$ cat src/design/utf8_string_decoder_core_macros.svh
// Assertion macros for the UTF-8 string decoder.
`ifndef UTF8_STRING_DECODER_CORE_MACROS_SVH
`define UTF8_STRING_DECODER_CORE_MACROS_SVH

`ifndef SYNTHESIS
`define UTF8SD_ASSERT(lbl, clk, rst, prop) \
   lbl: assert property (@(posedge clk) disable iff (rst) prop) \
      else $error("utf8sd assertion failed");
`define UTF8SD_ASSERT_NEVER(lbl, clk, rst, prop) \
   lbl: assert property (@(posedge clk) disable iff (rst) !(prop)) \
      else $error("utf8sd forbidden condition seen");
`else
`define UTF8SD_ASSERT(lbl, clk, rst, prop)
`define UTF8SD_ASSERT_NEVER(lbl, clk, rst, prop)
`endif

`endif

$ cat src/design/utf8sd_pkg.sv
// Types and constants shared by the UTF-8 string decoder modules.
`timescale 1ns / 1ps

package utf8sd_pkg;

   localparam int unsigned CP_WIDTH    = 21;
   localparam int unsigned COUNT_WIDTH = 16;
   localparam int unsigned CONT_BITS   = 6;
   localparam logic [COUNT_WIDTH-1:0] COUNT_MAX = '1;

   localparam logic [7:0] MASK_LEAD4 = 8'hF8;
   localparam logic [7:0] MASK_LEAD3 = 8'hF0;
   localparam logic [7:0] MASK_LEAD2 = 8'hE0;
   localparam logic [7:0] MASK_CONT  = 8'hC0;
   localparam logic [7:0] CODE_LEAD4 = 8'hF0;
   localparam logic [7:0] CODE_LEAD3 = 8'hE0;
   localparam logic [7:0] CODE_LEAD2 = 8'hC0;
   localparam logic [7:0] CODE_CONT  = 8'h80;

   localparam logic [0:0] REG_MAX_CHARS = 1'b0;

   typedef enum logic [1:0] {
      ST_CHAR     = 2'd0,
      ST_TERM     = 2'd1,
      ST_INVALID  = 2'd2,
      ST_CAPACITY = 2'd3
   } status_type;

   typedef struct packed {
      logic [7:0] in_byte;
      logic       new_string;
   } req_type;

   typedef struct packed {
      logic [CP_WIDTH-1:0]    code_point;
      logic [2:0]             byte_len;
      status_type             status;
      logic [COUNT_WIDTH-1:0] char_count;
      logic                   done_res;
   } rsp_type;

   typedef struct packed {
      logic [CP_WIDTH-1:0]    partial_value;
      logic [1:0]             bytes_left;
      logic [2:0]             char_length;
      logic [COUNT_WIDTH-1:0] count_so_far;
      logic                   finished;
   } state_type;

endpackage

$ cat src/design/utf8sd_decode.sv
// Per-byte decode logic: next decoder state and the optional result word.
`timescale 1ns / 1ps

module utf8sd_decode
   import utf8sd_pkg::*;
(
   input  state_type              state,
   input  req_type                req,
   input  logic [COUNT_WIDTH-1:0] max_chars,
   output state_type              state_next,
   output logic                   has_result,
   output rsp_type                rsp
);

   state_type              cur;
   logic [7:0]             b;
   logic                   limited;
   logic [COUNT_WIDTH-1:0] count_inc;
   logic                   finish;
   logic [CP_WIDTH-1:0]    fin_cp;
   logic [2:0]             fin_len;

   assign b       = req.in_byte;
   assign limited = (max_chars != '0);

   always_comb begin
      cur = state;
      if (req.new_string) begin
         cur = '0;
      end
      state_next     = cur;
      has_result     = 1'b0;
      rsp.code_point = '0;
      rsp.byte_len   = '0;
      rsp.status     = ST_CHAR;
      rsp.char_count = cur.count_so_far;
      rsp.done_res   = 1'b0;
      finish         = 1'b0;
      fin_cp         = '0;
      fin_len        = '0;
      count_inc      = (cur.count_so_far != COUNT_MAX) ? cur.count_so_far + 1'b1
                                                       : cur.count_so_far;
      if (!cur.finished) begin
         if (cur.bytes_left == 2'd0) begin
            if (limited && (cur.count_so_far >= max_chars)) begin
               has_result = 1'b1;
               rsp.status = ST_CAPACITY;
            end else if (b == 8'h00) begin
               has_result = 1'b1;
               rsp.status = ST_TERM;
            end else if (!b[7]) begin
               finish  = 1'b1;
               fin_cp  = CP_WIDTH'(b);
               fin_len = 3'd1;
            end else if ((b & MASK_LEAD2) == CODE_LEAD2) begin
               state_next.partial_value = CP_WIDTH'(b[4:0]);
               state_next.char_length   = 3'd2;
               state_next.bytes_left    = 2'd1;
            end else if ((b & MASK_LEAD3) == CODE_LEAD3) begin
               state_next.partial_value = CP_WIDTH'(b[3:0]);
               state_next.char_length   = 3'd3;
               state_next.bytes_left    = 2'd2;
            end else if ((b & MASK_LEAD4) == CODE_LEAD4) begin
               state_next.partial_value = CP_WIDTH'(b[2:0]);
               state_next.char_length   = 3'd4;
               state_next.bytes_left    = 2'd3;
            end else begin
               has_result = 1'b1;
               rsp.status = ST_INVALID;
            end
         end else if ((b & MASK_CONT) != CODE_CONT) begin
            has_result               = 1'b1;
            rsp.status               = ST_INVALID;
            state_next.partial_value = '0;
            state_next.char_length   = '0;
         end else begin
            state_next.partial_value =
               {cur.partial_value[CP_WIDTH-CONT_BITS-1:0], b[CONT_BITS-1:0]};
            state_next.bytes_left    = cur.bytes_left - 2'd1;
            if (cur.bytes_left == 2'd1) begin
               finish  = 1'b1;
               fin_cp  = {cur.partial_value[CP_WIDTH-CONT_BITS-1:0], b[CONT_BITS-1:0]};
               fin_len = cur.char_length;
            end
         end

         if (finish) begin
            has_result               = 1'b1;
            rsp.code_point           = fin_cp;
            rsp.byte_len             = fin_len;
            rsp.char_count           = count_inc;
            rsp.status               = (limited && (count_inc >= max_chars)) ? ST_CAPACITY
                                                                             : ST_CHAR;
            state_next.count_so_far  = count_inc;
            state_next.partial_value = '0;
            state_next.char_length   = '0;
         end

         if (has_result && (rsp.status != ST_CHAR)) begin
            rsp.done_res          = 1'b1;
            state_next.finished   = 1'b1;
            state_next.bytes_left = '0;
         end
      end
   end

endmodule

$ cat src/design/utf8_string_decoder_core.sv
// Top level of the UTF-8 string decoder: handshakes, state, result register, register port.
`timescale 1ns / 1ps
`include "utf8_string_decoder_core_macros.svh"

// The decoder takes one byte of a UTF-8 string per cycle and returns, in the cycle after the
// byte is taken, at most one result word: a finished code point with its length and the
// running character count, or the end of the string (terminator, invalid sequence or
// capacity reached). Bytes that only start or continue a character give no word. A byte
// can be taken in every cycle; req_stall rises only while a result word waits in the
// output register and rsp_stall holds it there. Set new_string on the first byte of each
// string. Write max_chars at address 0 only while no byte is in flight.
module utf8_string_decoder_core
   import utf8sd_pkg::*;
(
   input  logic        clock,
   input  logic        reset,
   input  logic        req_valid,
   output logic        req_stall,
   input  req_type     req_data,
   output logic        rsp_valid,
   input  logic        rsp_stall,
   output rsp_type     rsp_data,
   input  logic        csr_psel,
   input  logic        csr_penable,
   input  logic        csr_pwrite,
   input  logic [2:0]  csr_paddr,
   input  logic [31:0] csr_pwdata,
   output logic [31:0] csr_prdata,
   output logic        csr_pready
);

   state_type              state_ff, state_in;
   logic                   rsp_valid_ff, rsp_valid_in;
   rsp_type                rsp_data_ff, rsp_data_in;
   logic [COUNT_WIDTH-1:0] max_chars_ff, max_chars_in;

   state_type step_state;
   logic      step_has_result;
   rsp_type   step_rsp;
   logic      req_accept;
   logic      csr_write;

   utf8sd_decode u_decode (
      .state      (state_ff),
      .req        (req_data),
      .max_chars  (max_chars_ff),
      .state_next (step_state),
      .has_result (step_has_result),
      .rsp        (step_rsp)
   );

   assign req_stall  = rsp_valid_ff && rsp_stall;
   assign req_accept = req_valid && !req_stall;
   assign rsp_valid  = rsp_valid_ff;
   assign rsp_data   = rsp_data_ff;

   assign csr_pready = 1'b1;
   assign csr_write  = csr_psel && csr_penable && csr_pwrite && csr_pready;
   assign csr_prdata = (csr_paddr[2] == REG_MAX_CHARS) ? 32'(max_chars_ff) : '0;

   always_comb begin
      state_in     = state_ff;
      rsp_valid_in = rsp_valid_ff;
      rsp_data_in  = rsp_data_ff;
      max_chars_in = max_chars_ff;
      if (req_accept) begin
         state_in     = step_state;
         rsp_valid_in = step_has_result;
         rsp_data_in  = step_rsp;
      end else if (!rsp_stall) begin
         rsp_valid_in = 1'b0;
      end
      if (csr_write && (csr_paddr[2] == REG_MAX_CHARS)) begin
         max_chars_in = csr_pwdata[COUNT_WIDTH-1:0];
      end
   end

   always_ff @(posedge clock) begin
      if (reset) begin
         state_ff     <= '0;
         rsp_valid_ff <= 1'b0;
         max_chars_ff <= '0;
      end else begin
         state_ff     <= state_in;
         rsp_valid_ff <= rsp_valid_in;
         max_chars_ff <= max_chars_in;
      end
   end

   always_ff @(posedge clock) begin
      rsp_data_ff <= rsp_data_in;
   end

   `UTF8SD_ASSERT_NEVER(a_finished_no_partial, clock, reset, state_ff.finished && (state_ff.bytes_left != 2'd0))
   `UTF8SD_ASSERT(a_done_ends_string, clock, reset, (req_accept && step_has_result && step_rsp.done_res) |=> state_ff.finished)
   `UTF8SD_ASSERT(a_char_word_shape, clock, reset, (rsp_valid && (rsp_data.status == ST_CHAR)) |-> ((rsp_data.byte_len != 3'd0) && !rsp_data.done_res))

endmodule
$ cat config.mk
export PLATFORM = sky130hd
export DESIGN_NAME = utf8_string_decoder_core
export DESIGN_NICKNAME = d
export VERILOG_FILES = /design/src/design/utf8sd_pkg.sv /design/src/design/utf8sd_decode.sv /design/src/design/utf8_string_decoder_core.sv
export VERILOG_INCLUDE_DIRS = /design/src /design/src/design
export SDC_FILE = /design/constraint.sdc
export NUM_CORES = 1
export LEC_CHECK = 0
export ABC_AREA = 1
export BUFFER_PORTS_ARGS = -buffer_cell sky130_fd_sc_hd__buf_4
export CAP_MARGIN = 20
export CORE_UTILIZATION = 30
export DETAILED_ROUTE_END_ITERATION = 10
export SKIP_CTS_REPAIR_TIMING = 1
export SYNTH_ARGS = -nofsm -noshare
export SYNTH_HDL_FRONTEND = slang
export SYNTH_SLANG_ARGS = --single-unit
export TNS_END_PERCENT = 5
$ cat constraint.sdc
create_clock -name clock -period 7.35 [get_ports clock]
set_clock_uncertainty 0.15 [all_clocks]
set_input_delay 0.735 -clock clock [delete_from_list [all_inputs] [get_ports clock]]
set_output_delay 0.735 -clock clock [all_outputs]
set_load 0.03 [all_outputs]
== Word-level counts from Yosys, hierarchy flattened ==
Cells that the tools add are included.

* Flip-flop bits (word level): 103
* Bits in latches: 0
* Memory bits (writable): 0
* Bits in read-only memories: 0
* Output and inout bits: 78
* Logic and storage cells: 99
* Memories: 0

* Add/subtract/negate cells: 2
* Multiply operators: 0
* Divide/modulo/power cells: 0
* Order comparisons: 2
* Equality and inequality tests: 7
* Shifts and indexed selects: 0
* Muxes and demuxes: 62
* Bitwise gates (word level): 1
* Reductions and logical operators: 13

{| class="wikitable"
|+ Operators by type and width
! kind !! number
|-
| $mux W26 || 7
|-
| $mux W21 || 7
|-
| $mux W43 || 2
|-
| $mux W42 || 2
|-
| $ge A16 B16 Y1 || 2
|-
| $mux W16 || 2
|-
| $mux W1 || 22
|-
| $mux W2 || 11
|-
| $mux W19 || 1
|-
| $mux W3 || 6
|-
| $mux W17 || 1
|-
| $add A16 B1 Y16 const B || 1
|-
| $ne A16 B16 Y1 const B || 1
|-
| $reduce_bool A16 Y1 || 1
|-
| $logic_and A1 B1 Y1 || 8
|-
| $logic_not A8 Y1 || 1
|-
| $mux W7 || 1
|-
| $eq A5 B5 Y1 const B || 1
|-
| $eq A4 B4 Y1 const B || 1
|-
| $eq A3 B3 Y1 const B || 1
|-
| $eq A2 B1 Y1 const B || 1
|-
| $logic_not A2 Y1 || 1
|-
| $ne A2 B1 Y1 const B || 1
|-
| $ne A2 B2 Y1 const B || 1
|-
| 4 further kinds || 4
|}

== Longest topological paths before layout ==
Gate-level depths: netlist of the first run.

* Word-level depth: 14
* Depth in mapped cells: 25
* Depth with buffers taken out: 25

== By module ==
A second synthesis of the first run with hierarchy kept.

* Cell total of the unflattened synthesis: 987
* Area, all modules: 7,025.5 µm²

{| class="wikitable"
|+ Modules (own cells, without submodules)
! module !! instances !! cells each !! area each (µm²)
|-
| utf8_string_decoder_core || 1 || 396 || 3,877.5
|-
| utf8sd_decode || 1 || 591 || 3,148.0
|}

== Worst setup path before layout of the first run ==
No wires, ideal clock.

* Path kind: input to register
* Start point: in req_data[0] in the netlist's numbering
* End point: reg rsp_data_ff (netlist bit rsp_data[0]), data pin
* Setup time: 0.255 ns
* Arrival time: 3.283 ns
* Required time: 6.945 ns
* Setup slack: 3.662 ns
* Cell stages on the path: 23
* Path buffers: 2
* Cells stage by stage: buf_6 -> buf_2 -> nor2_1 -> ha_1 -> nand3_1 -> inv_2 -> nand3_2 -> nand2_2 -> nor2_4 -> nand2_2 -> xor2_2 -> inv_1 -> ha_1 -> a21oi_1 -> o21ai_0 -> a21oi_1 -> nand3_1 -> nand2_1 -> inv_1 -> nand2_1 -> nand2_1 -> o21ai_0 -> inv_1

* Cells in the longest elaborated chain, start to end: 11

{| class="wikitable"
|+ Ends and longest elaborated chain
! item !! line !! source
|-
| start: declaration || utf8_string_decoder_core.sv:19 || <nowiki>input req_type req_data,</nowiki>
|-
| $mux W43 (*) || utf8sd_decode.sv:28 || <nowiki>if (req.new_string) begin</nowiki>
|-
| $add A16 B1 Y16, or another cell as far along || utf8sd_decode.sv:41 || <nowiki>count_inc = (cur.count_so_far != COUNT_MAX) ? cur.count_so_far + 1'b1</nowiki>
|-
| $mux W16, or another cell as far along || utf8sd_decode.sv:41 ||
|-
| $ge A16 B16 Y1, or another cell as far along || utf8sd_decode.sv:92 || <nowiki>rsp.status = (limited && (count_inc >= max_chars)) ? ST_CAPACITY</nowiki>
|-
| $logic_and A1 B1 Y1 or $mux W1 (tied branches) || utf8sd_decode.sv:92, utf8sd_decode.sv:44 ||
|-
| $mux W2 or $mux W1 (tied branches) || utf8sd_decode.sv:92, utf8sd_decode.sv:43 ||
|-
| $mux W42 || utf8sd_decode.sv:87 || <nowiki>if (finish) begin</nowiki>
|-
| $mux W42 || utf8sd_decode.sv:43 || <nowiki>if (!cur.finished) begin</nowiki>
|-
| $reduce_bool A2 Y1 || utf8sd_decode.sv:99 || <nowiki>if (has_result && (rsp.status != ST_CHAR)) begin</nowiki>
|-
| $logic_and A1 B1 Y1 || utf8sd_decode.sv:99 ||
|-
| $mux W1 || utf8sd_decode.sv:99 ||
|-
| end signal: assignment || utf8_string_decoder_core.sv:91 || <nowiki>rsp_data_ff <= rsp_data_in;</nowiki>
|-
| end: declaration || utf8_string_decoder_core.sv:34 || <nowiki>rsp_type rsp_data_ff, rsp_data_in;</nowiki>
|}

Mark *: on every way between the ends. The rest lies on a longest branch, timed or not. The select of a mux whose other input is x is not followed.
A chain may end at the register's enable or synchronous reset.

== Final worst setup path of the first run ==
Ends and elaborated chain as after synthesis.

==> key figures, run 1 <==
Outcome
  – Status: finished, final reports clean

Clocking
  – Num CTS Buffers: 9
  – Clock transition at the registers of the reported paths: 80 ps
  – Worst-Skew Late Latency: 360 ps
  – TritonCTS clock tree: built
  – H-tree depth: 3
  – CTS max path bufs: 2
  – Root Driver: clkbuf_16
  – Num Clock Sinks: 97

Timing
  – Worst slew pin tran: 846 ps
  – Final Hold Viols: 0
  – Post-route minimum period: 3720 ps
  – Final Max Tran Viols: 0
  – Setup violators final: 0
  – RSZ-0062 raised after global routing: false
  – Fin crit share: 0.506
  – Final TNS setup: 0 ps
  – Fmax: 269 MHz
  – Max-slew headroom: 0.436

Synthesis
  – Number of synthesized flops with an enable pin: 43
  – Async set-reset flop share out of synthesis: 0
  – Post-Syn Instances: 760
  – Top FF cell, synth: dfxtp_1
  – Synth unique cells: 43
  – Post-Syn Area per Cell: 7.70 um^2
  – Top cells by area, synth: edfxtp_1 22%, dfxtp_1 18%, nand2_1 8.7%, ha_1 7.5%, nor2_1 6.5%
  – Count leader, synth: nand2_1
  – Post-synth top area cell: edfxtp_1
  – Sequential element share of the synthesized area: 0.405
  – Yosys warnings: 0
  – Synth top cells by count: 135 x nand2_1, 101 x nor2_1, 99 x inv_1
  – Yosys reg bits: 97
  – Synthesized area: 0.00585 mm^2
  – Post-synth top area share: 0.221

GRT
  – Initial antenna violation count: 0
  – First-pass GRT wire length: 22800 um
  – Largest net degree at the start of global routing: 54
  – Total GRT Usage: 0.146
  – Vias in the first global route: 4462
  – Overflow after GRT: 0

Setup path
  – R2r worst-path depth: 22
  – Worst EP required: 7320 ps
  – Worst-path maximum fanout: 18
  – Cells along the critical path: buf_4 > nor2_1 > ha_1 > nand3_1 > inv_2 > nand3_2 > nand2_2 > nor2_4 > nand2_2 > xor2_2 > inv_1 > ha_1 > a21oi_1 > o21ai_0 > a21oi_1 > nand3_1 > nand2_1 > inv_1 > nand2_1 > nand2_1 > o21ai_0 > inv_1
  – Critical path class: primary input to flip-flop
  – Worst Setup End Kind: flip-flop
  – Crit path arrival time: 3690 ps
  – CP max stage delay: 290 ps
  – Worst setup SP type: primary input
  – Worst path slowest cell: ha_1

Placement
  – Placed cell area: 0.00667 mm^2
  – Detail Placement HPWL: 10400 um
  – Dpl cells: 1083
  – IO buf count: 93
  – Placer congestion estimate: 0.831

Finish
  – Fillers: 2036
  – Area of the multi-input gates: 0.00286 mm^2
  – Layout cells sized above 1: 0.186
  – Sequential Area: 0.00237 mm^2
  – Fin area: 0.00699 mm^2
  – Final net count: 921
  – Post-Layout Cell Count: 1100
  – N_diodes: 0
  – Core Util, Final: 0.370
  – P&R area growth vs syn: 19.3%

Die
  – Die Height: 142 um
  – Initial core utilization: 0.310
  – Rows: 50
  – Die area: 0.0201 mm^2
  – Core area: 0.0189 mm^2
  – Die W: 142 um
  – Io pins: 129

Route
  – Iter 0 DRT Violations: 316
  – Post-route ant nets: 0
  – DRT Wirelength: 14300 um
  – Vias per cell: 4.60
  – DRC: 0
  – Drt wl/cell: 13.0 um
  – Via count: 5056
  – Drt pass-1 iters: 5

Power
  – Leak: 3.18 nW
  – P per Cell Area: 209 mW/mm^2
  – Peak supply drop: 0.000111 V

Run
  – MaxCap Viol Count: 0

Min path
  – HP Class: flip-flop to flip-flop
  – Hold Path Depth: 2
## kinds of logic (layout without fill, tap and decap cells)
| group | count (synthesis) | after routing | share of synthesized area |
|---|---|---|---|
| buffers and inverters | 152 | 217 | 0.116 |
| xor gates and xnor gates | 11 | 11 | 0.0177 |
| other | 2 | 17 | 0.00128 |
| adders and majority gates | 35 | 35 | 0.0748 |
| and+or+nand+nor | 305 | 305 | 0.234 |
| DFF | 97 | 97 | 0.405 |
| AOI/OAI and AO/OA | 158 | 158 | 0.150 |
## state kept, by name (all words and copies together), names as in the netlist
name / cells
rsp_data: 43
state_ff: 37
rsp_valid: 1
max_chars_ff: 16
## cell usage in the layout (no fill, tap or decap), types with 9 or more instances in the layout
master,Yosys,final
nand2_1,135,135
nor2_1,101,101
inv_1,99,98
buf_4,19,94
a21oi_1,67,67
dfxtp_1,54,54
edfxtp_1,43,43
o21ai_0,40,40
ha_1,35,35
nand3_1,20,20
o21ai_1,17,17
conb_1,2,17
nand4_1,11,11
o22ai_1,10,10
o21ai_2,10,10
xor2_1,9,9
nor3_1,9,9
clkbuf_16,0,9
## critical path: cells and delay by family
family | cells | cell delay (ps)
simple gates | 10 | 1210
buf+inv | 5 | 540
compound gates | 4 | 520
fa+ha+maj | 2 | 520
xor+xnor | 1 | 180
## layout make-up
type                       count  area share
multi-input combinational    526       0.409
sequential                    97       0.340
timing repair buffer          95       0.104
inverter                     106      0.0584
tap                          260      0.0466
clock buffer                   9      0.0322
clock inverter                 7      0.0104
## metrics by stage
stage          hold WS, ps  setup WS (ps)  total power [mW]
3_3_place_gp           302           3270             0.995
3_5_place_dp           306           3230             0.997
5_1_grt                329           3300              1.54
2_1_floorplan          295           3660             0.904
4_1_cts                317           3620              1.48
6_report               317           3630              1.46
## routing by layer
metal,global-route usage,vias up,part of all wire
met5,0,-,0
met4,0.0498,0,0.014
met3,0.0391,14,0.058
met2,0.226,113,0.46
met1,0.195,2312,0.47
li1,-,2617,-
## path summary, 6_finish.rpt
kind / startpoint / end / slack [ps]
max reg2reg: state_ff[1]$_SDFFE_PP0P_ / rsp_data[0]$_SDFFCE_PP0P_ / 3890
min: state_ff[30]$_SDFFE_PP0P_ / state_ff[30]$_SDFFE_PP0P_ / 320
max: req_data[0] / rsp_data[0]$_SDFFCE_PP0P_ / 3630
min reg2reg: state_ff[30]$_SDFFE_PP0P_ / state_ff[30]$_SDFFE_PP0P_ / 320
## power breakdown
| part | switching, mW | leakage [nW] | internal (mW) |
|---|---|---|---|
| clock network | 0.237 | 0.147 | 0.240 |
| registers | 0.0136 | 0.877 | 0.606 |
| logic | 0.253 | 2.16 | 0.112 |
| total | 0.503 | 3.18 | 0.958 |
Note: power is estimated with default switching activity, not from simulation.
==> inputs of run 2 (changes only) <==
==> constraint.sdc (replaced) <==
create_clock -name clock -period 3.6 [get_ports clock]
set_clock_uncertainty 0.15 [all_clocks]
set_input_delay 0.36 -clock clock [delete_from_list [all_inputs] [get_ports clock]]
set_output_delay 0.36 -clock clock [all_outputs]
set_load 0.03 [all_outputs]
==> key figures, run 2 (synthesis results as in run 1) <==
Outcome
  – Status: finished, final reports clean

Power
  – Clock Power Share: 0.340 (+0.014)
  – Leak: 3.25 nW (+2.3%)
  – Switching share of power: 0.337 (-0.00717)
  – Net switching power: 1.04 mW (+110%)
  – P_int: 2.04 mW (+110%)
  – Flop pwr share: 0.411 (-0.013)
  – Logic gate share of total power: 0.249 (about the same)
  – Peak supply drop: 0.000214 V (+93%)
  – P per Cell Area: 432 mW/mm^2 (+110%)

GRT
  – Initial antenna violation count: 0 (unchanged)
  – Vias in the first global route: 4606 (+3.2%)
  – Largest net degree at the start of global routing: 42 (-22%)
  – First-pass GRT wire length: 23400 um (+2.5%)
  – Overflow after GRT: 0 (unchanged)
  – Total GRT Usage: 0.149 (+0.00316)

Timing
  – Fin crit share: 0.913
  – Final Max Tran Viols: 0 (unchanged)
  – Setup violators final: 0 (unchanged)
  – Fmax: 304 MHz
  – Final TNS setup: 0 ps (unchanged)
  – Post-route minimum period: 3290 ps
  – Final Hold Viols: 0 (unchanged)
  – Worst slew pin tran: 852 ps (+6.35 ps)
  – Worst setup margin: 315 ps (-3320 ps)
  – Max-slew headroom: 0.431 (-0.00506)

Clocking
  – Worst-Skew Late Latency: 360 ps (about the same)
  – CTS max path bufs: 2 (unchanged)
  – TritonCTS clock tree: built
  – H-tree depth: 3 (unchanged)
  – Clock transition at the registers of the reported paths: 70 ps (about the same)
  – Num CTS Buffers: 9 (unchanged)
  – Num Clock Sinks: 97 (unchanged)
  – Root Driver: clkbuf_16

Setup path
  – Worst r2r dst: rsp_data[0]$_SDFFCE_PP0P_
  – Worst-path maximum fanout: 6 (-12)
  – Critical path class: flip-flop to flip-flop
  – R2r worst-path depth: 22 (unchanged)
  – Worst R2R Start: state_ff[1]$_SDFFE_PP0P_
  – Worst setup SP type: flip-flop
  – Worst Setup End Kind: flip-flop
  – Worst EP required: 3580 ps (-3740 ps)
  – R2R setup slack: 310 ps (-3580 ps)
  – Crit path arrival time: 3260 ps (-430 ps)

Placement
  – Detail Placement HPWL: 10900 um (+5.2%)
  – Dpl cells: 1098 (+1.4%)
  – IO buf count: 93 (unchanged)
  – Placer congestion estimate: 0.852 (+2.5%)
  – Setup WS pre-CTS: -28.3 ps (-3260 ps)

Route
  – Drt pass-1 iters: 5 (unchanged)
  – DRC: 0 (unchanged)
  – Drt wl/cell: 13.1 um (+0.71%)
  – DRT Wirelength: 14600 um (+2.0%)
  – Post-route ant nets: 0 (unchanged)
  – Iter 0 DRT Violations: 378 (+20%)
  – Vias per cell: 4.60 (+0.15%)
  – Via count: 5128 (+1.4%)

Finish
  – Post-Layout Cell Count: 1114 (+1.3%)
  – Number of flip-flops in the largest register: 43 (unchanged)
  – Final net count: 935 (+1.5%)
  – Most frequent cells in the layout: 135 x nand2_1, 109 x buf_4, 100 x nor2_1
  – Commonest non-fill, non-tap cell in the layout: nand2_1
  – Layout cells sized above 1: 0.203 (+0.0169)
  – P&R area growth vs syn: 21.8%
  – N_diodes: 0 (unchanged)

Min path
  – HP Class: primary input to flip-flop
  – Hold Path Depth: 3 (+1)
  – Worst hold start: csr_pwdata[1]
  – Hold Path Sink: max_chars_ff[1]$_SDFFE_PP0P_

Run
  – MaxCap Viol Count: 0 (unchanged)

Die
  – Io pins: 129 (unchanged)
  – Die Height: 142 um (unchanged)
  – Die area: 0.0201 mm^2 (unchanged)
  – Rows: 50 (unchanged)
  – Die W: 142 um (unchanged)
  – Core area: 0.0189 mm^2 (unchanged)
  – Initial core utilization: 0.310 (unchanged)
==> run 2: layer usage <==
metal | global-route usage | up-vias | part of all wire
met3 | 0.0294 | 17 | 0.055
li1 | - | 2642 | -
met5 | 0 | - | 0
met4 | 0.0679 | 0 | 0.020
met1 | 0.198 | 2355 | 0.47
met2 | 0.233 | 114 | 0.46
==> run 2: worst max-delay path by stage <==
stage          slack (ps)  cells after the start                   endpoint                     start
2_1_floorplan         290                     23  rsp_data[0]$_SDFFCE_PP0P_               req_data[0]
3_3_place_gp           50                     22  rsp_data[0]$_SDFFCE_PP0P_               req_data[0]
3_5_place_dp          -30                     22  rsp_data[0]$_SDFFCE_PP0P_               req_data[0]
4_1_cts               180                     22  rsp_data[0]$_SDFFCE_PP0P_  state_ff[1]$_SDFFE_PP0P_
5_1_grt               -10                     21  rsp_data[0]$_SDFFCE_PP0P_  state_ff[1]$_SDFFE_PP0P_
6_report              310                     22  rsp_data[0]$_SDFFCE_PP0P_  state_ff[1]$_SDFFE_PP0P_
==> run 2: layout make-up <==
| class | instances | area, um^2 |
|---|---|---|
| Fill cell | 2005 | 11800 |
| Multi-Input combinational cell | 526 | 2880 |
| Sequential cell | 97 | 2370 |
| Timing Repair Buffer | 109 | 818 |
| Inverter | 106 | 408 |
| Tap cell | 260 | 325 |
| Clock buffer | 9 | 225 |
| Clock inverter | 7 | 100 |
==> run 2: per-stage QoR <==
step	hold slack (ps)	power, mW	utilization	area, um^2
final	120	3.08	0.377	7130
after global routing	136	3.23	0.377	7130
after CTS	112	3.12	0.376	7110
after detailed placement	305	2.06	0.359	6780
after global placement	302	2.05	0.359	6780
after floorplan	295	1.84	-	5910
==> run 2: critical path: stages (launching register included) <==
cell and delay [ps]:
dfxtp_1 320, inv_1 100, nor2_4 120, ha_2 200, nand3_1 160, inv_2 120, nand3_4 120, nand2_2 130
nor2_4 40, nand2_2 70, xor2_2 160, inv_1 60, ha_1 280, a21oi_1 130, o21ai_0 90, a21oi_1 140
nand3_1 120, nand2_1 70, inv_1 50, nand2_1 120, nand2_1 80, o21ai_1 150, inv_1 50
==> run 2: power groups by stage <==
stage                     combinational, mW  clock, mW  sequential (mW)
after floorplan                       0.458          0             1.39
after detailed placement              0.767          0             1.29
after global routing                  0.850       1.11             1.27
after CTS                             0.770       1.08             1.27
after global placement                0.763          0             1.29
final                                 0.767       1.05             1.27
==> inputs of run 3 (changes only) <==
--- a/config.mk
+++ b/config.mk
@@ -7,10 +7,10 @@
 export NUM_CORES = 1
 export LEC_CHECK = 0
 export ABC_AREA = 1
-export BUFFER_PORTS_ARGS = -buffer_cell sky130_fd_sc_hd__buf_4
 export CAP_MARGIN = 20
 export CORE_UTILIZATION = 30
 export DETAILED_ROUTE_END_ITERATION = 10
+export DONT_BUFFER_PORTS = 1
 export SKIP_CTS_REPAIR_TIMING = 1
 export SYNTH_ARGS = -nofsm -noshare
 export SYNTH_HDL_FRONTEND = slang
==> key figures, run 3 (synthesis results as in run 1) <==
Placement
  – IO buf count: 0 (-100%)
  – Placer congestion estimate: 0.873 (+2.5%)
  – Detail Placement HPWL: 10200 um (-6.4%)

GRT
  – First-pass GRT wire length: 22300 um (-4.6%)
  – Vias in the first global route: 4424 (-4.0%)
  – Largest net degree at the start of global routing: 37 (-12%)
  – Initial antenna violation count: 0 (unchanged)
  – Total GRT Usage: 0.143 (-0.00585)
  – Overflow after GRT: 0 (unchanged)

Finish
  – P&R area growth vs syn: 8.78%
  – Most frequent cells in the layout: 134 x nand2_1, 98 x nor2_1, 98 x inv_1
  – Commonest non-fill, non-tap cell in the layout: nand2_1
  – Final net count: 835 (-11%)
  – Number of flip-flops in the largest register: 43 (unchanged)
  – Fillers: 1987 (-0.90%)
  – N_diodes: 0 (unchanged)
  – Layout cells sized above 1: 0.0995 (-0.103)

Die
  – Die Height: 142 um (unchanged)
  – Die W: 142 um (unchanged)
  – Core area: 0.0189 mm^2 (unchanged)
  – Io pins: 129 (unchanged)
  – Initial core utilization: 0.310 (unchanged)
  – Die area: 0.0201 mm^2 (unchanged)
  – Rows: 50 (unchanged)

Setup path
  – Worst R2R Start: state_ff[2]$_SDFFE_PP0P_
  – Worst-path maximum fanout: 6 (unchanged)
  – Worst r2r dst: rsp_data[0]$_SDFFCE_PP0P_
  – Worst setup SP type: flip-flop
  – Critical Path Start: state_ff[2]$_SDFFE_PP0P_
  – Worst EP required: 3570 ps (about the same)
  – CP endpoint: rsp_data[0]$_SDFFCE_PP0P_
  – Worst Setup End Kind: flip-flop
  – R2r worst-path depth: 22 (unchanged)
  – R2R setup slack: 310 ps (about the same)
  – Critical path class: flip-flop to flip-flop
  – Crit path arrival time: 3260 ps (about the same)

Route
  – Drt wl/cell: 13.9 um (+6.1%)
  – Met2 WL post-DR: 6430 um (-3.6%)
  – DRC: 0 (unchanged)
  – Metal3 WL: 981 um (+22%)
  – Drt pass-1 iters: 5 (unchanged)
  – Metal-1 WL: 6490 um (-4.9%)
  – Via count: 4692 (-8.5%)
  – DRT Wirelength: 14100 um (-3.5%)
  – Post-route ant nets: 0 (unchanged)
  – Highest Signal Layer: met4
  – Vias per cell: 4.63 (+0.52%)
  – Iter 0 DRT Violations: 292 (-23%)

Clocking
  – CTS max path bufs: 2 (unchanged)
  – Num Clock Sinks: 97 (unchanged)
  – Worst-Skew Late Latency: 360 ps (about the same)
  – H-tree depth: 3 (unchanged)
  – Num CTS Buffers: 9 (unchanged)
  – TritonCTS clock tree: built
  – Root Driver: clkbuf_16
  – Clock transition at the registers of the reported paths: 70 ps (about the same)

Min path
  – HP Class: primary input to flip-flop
  – Worst hold start: reset
  – Hold Path Depth: 3 (unchanged)

Run
  – MaxCap Viol Count: 0 (unchanged)

Power
  – Leak: 2.74 nW (-16%)
  – Peak supply drop: 0.000221 V (+3.2%)
  – P per Cell Area: 453 mW/mm^2 (+4.9%)

Timing
  – Setup violators final: 0 (unchanged)
  – Final Max Tran Viols: 0 (unchanged)
  – Post-route minimum period: 3290 ps (+8.04 ps)
  – Fin Hold WS: 10.2 ps (-110 ps)
  – Fmax: 304 MHz (-0.24%)
  – Max-slew headroom: 0.418 (-0.0132)
  – Final Hold Viols: 0 (unchanged)
  – Final TNS setup: 0 ps (unchanged)
  – RSZ-0062 raised after global routing: false
  – Worst slew pin tran: 871 ps (+18.2 ps)
  – Fin crit share: 0.915 (+0.00223)

Outcome
  – Status: finished, final reports clean
-- run 3: metrics by stage --
step / utilization / setup slack [ps] / cells / power [mW] / area, um^2
final: 0.337 / 307 / 1014 / 2.89 / 6370
after global routing: 0.337 / 6.52 / 1014 / 3.04 / 6370
after CTS: 0.334 / 145 / 1011 / 2.91 / 6310
after detailed placement: 0.318 / 164 / 995 / 1.93 / 6010
after global placement: 0.318 / 198 / 995 / 1.93 / 6010
after floorplan: - / 287 / 775 / 1.84 / 5910
-- run 3: where the power goes --
group	switching (mW)	total [mW]	internal [mW]	leakage [nW]
clock network	0.480	0.974	0.494	0.148
registers	0.130	1.37	1.24	0.877
logic	0.387	0.540	0.152	1.72
-- run 3: critical path, cell delays in order (launching register included) --
cell and delay (ps):
dfxtp_1 310, inv_1 110, nor2_2 160, ha_2 210
nand3_2 120, inv_4 110, nand3_4 130, nand2_4 110
nor2_4 40, nand2_2 60, xor2_2 170, inv_1 60
ha_1 290, a21oi_1 130, o21ai_0 90, a21oi_1 190
nand3_1 130, nand2_1 80, inv_1 50, nand2_2 80
nand2_1 60, o21ai_0 160, inv_1 50
-- run 3: final cells by class --
cell class	count	area [um^2]	area share
well taps	260	325	0.0511
inverters	106	410	0.0644
repair buffers	9	70.1	0.0110
clock buffers	9	225	0.0354
flip-flops and latches	97	2370	0.372
multi-input cells	526	2890	0.453
clock inverters	7	78.8	0.0124
-- run 3: layer usage --
layer  vias to the layer above  global-route usage
met2                       121               0.229
li1                       2441                   -
met1                      2115               0.182
met5                         -                   0
met3                        15              0.0452
met4                         0              0.0464
-- run 3: worst min-delay path by stage --
| stage | endpoint | slack, ps |
|---|---|---|
| floorplan | state_ff[34]$_SDFFE_PP0P_ | 300 |
| global placement | rsp_valid$_SDFFE_PP0P_ | 280 |
| detailed placement | rsp_valid$_SDFFE_PP0P_ | 290 |
| CTS | rsp_valid$_SDFFE_PP0P_ | -90 |
| global route | state_ff[12]$_SDFFE_PP0P_ | 6 |
| finish | state_ff[6]$_SDFFE_PP0P_ | 10 |
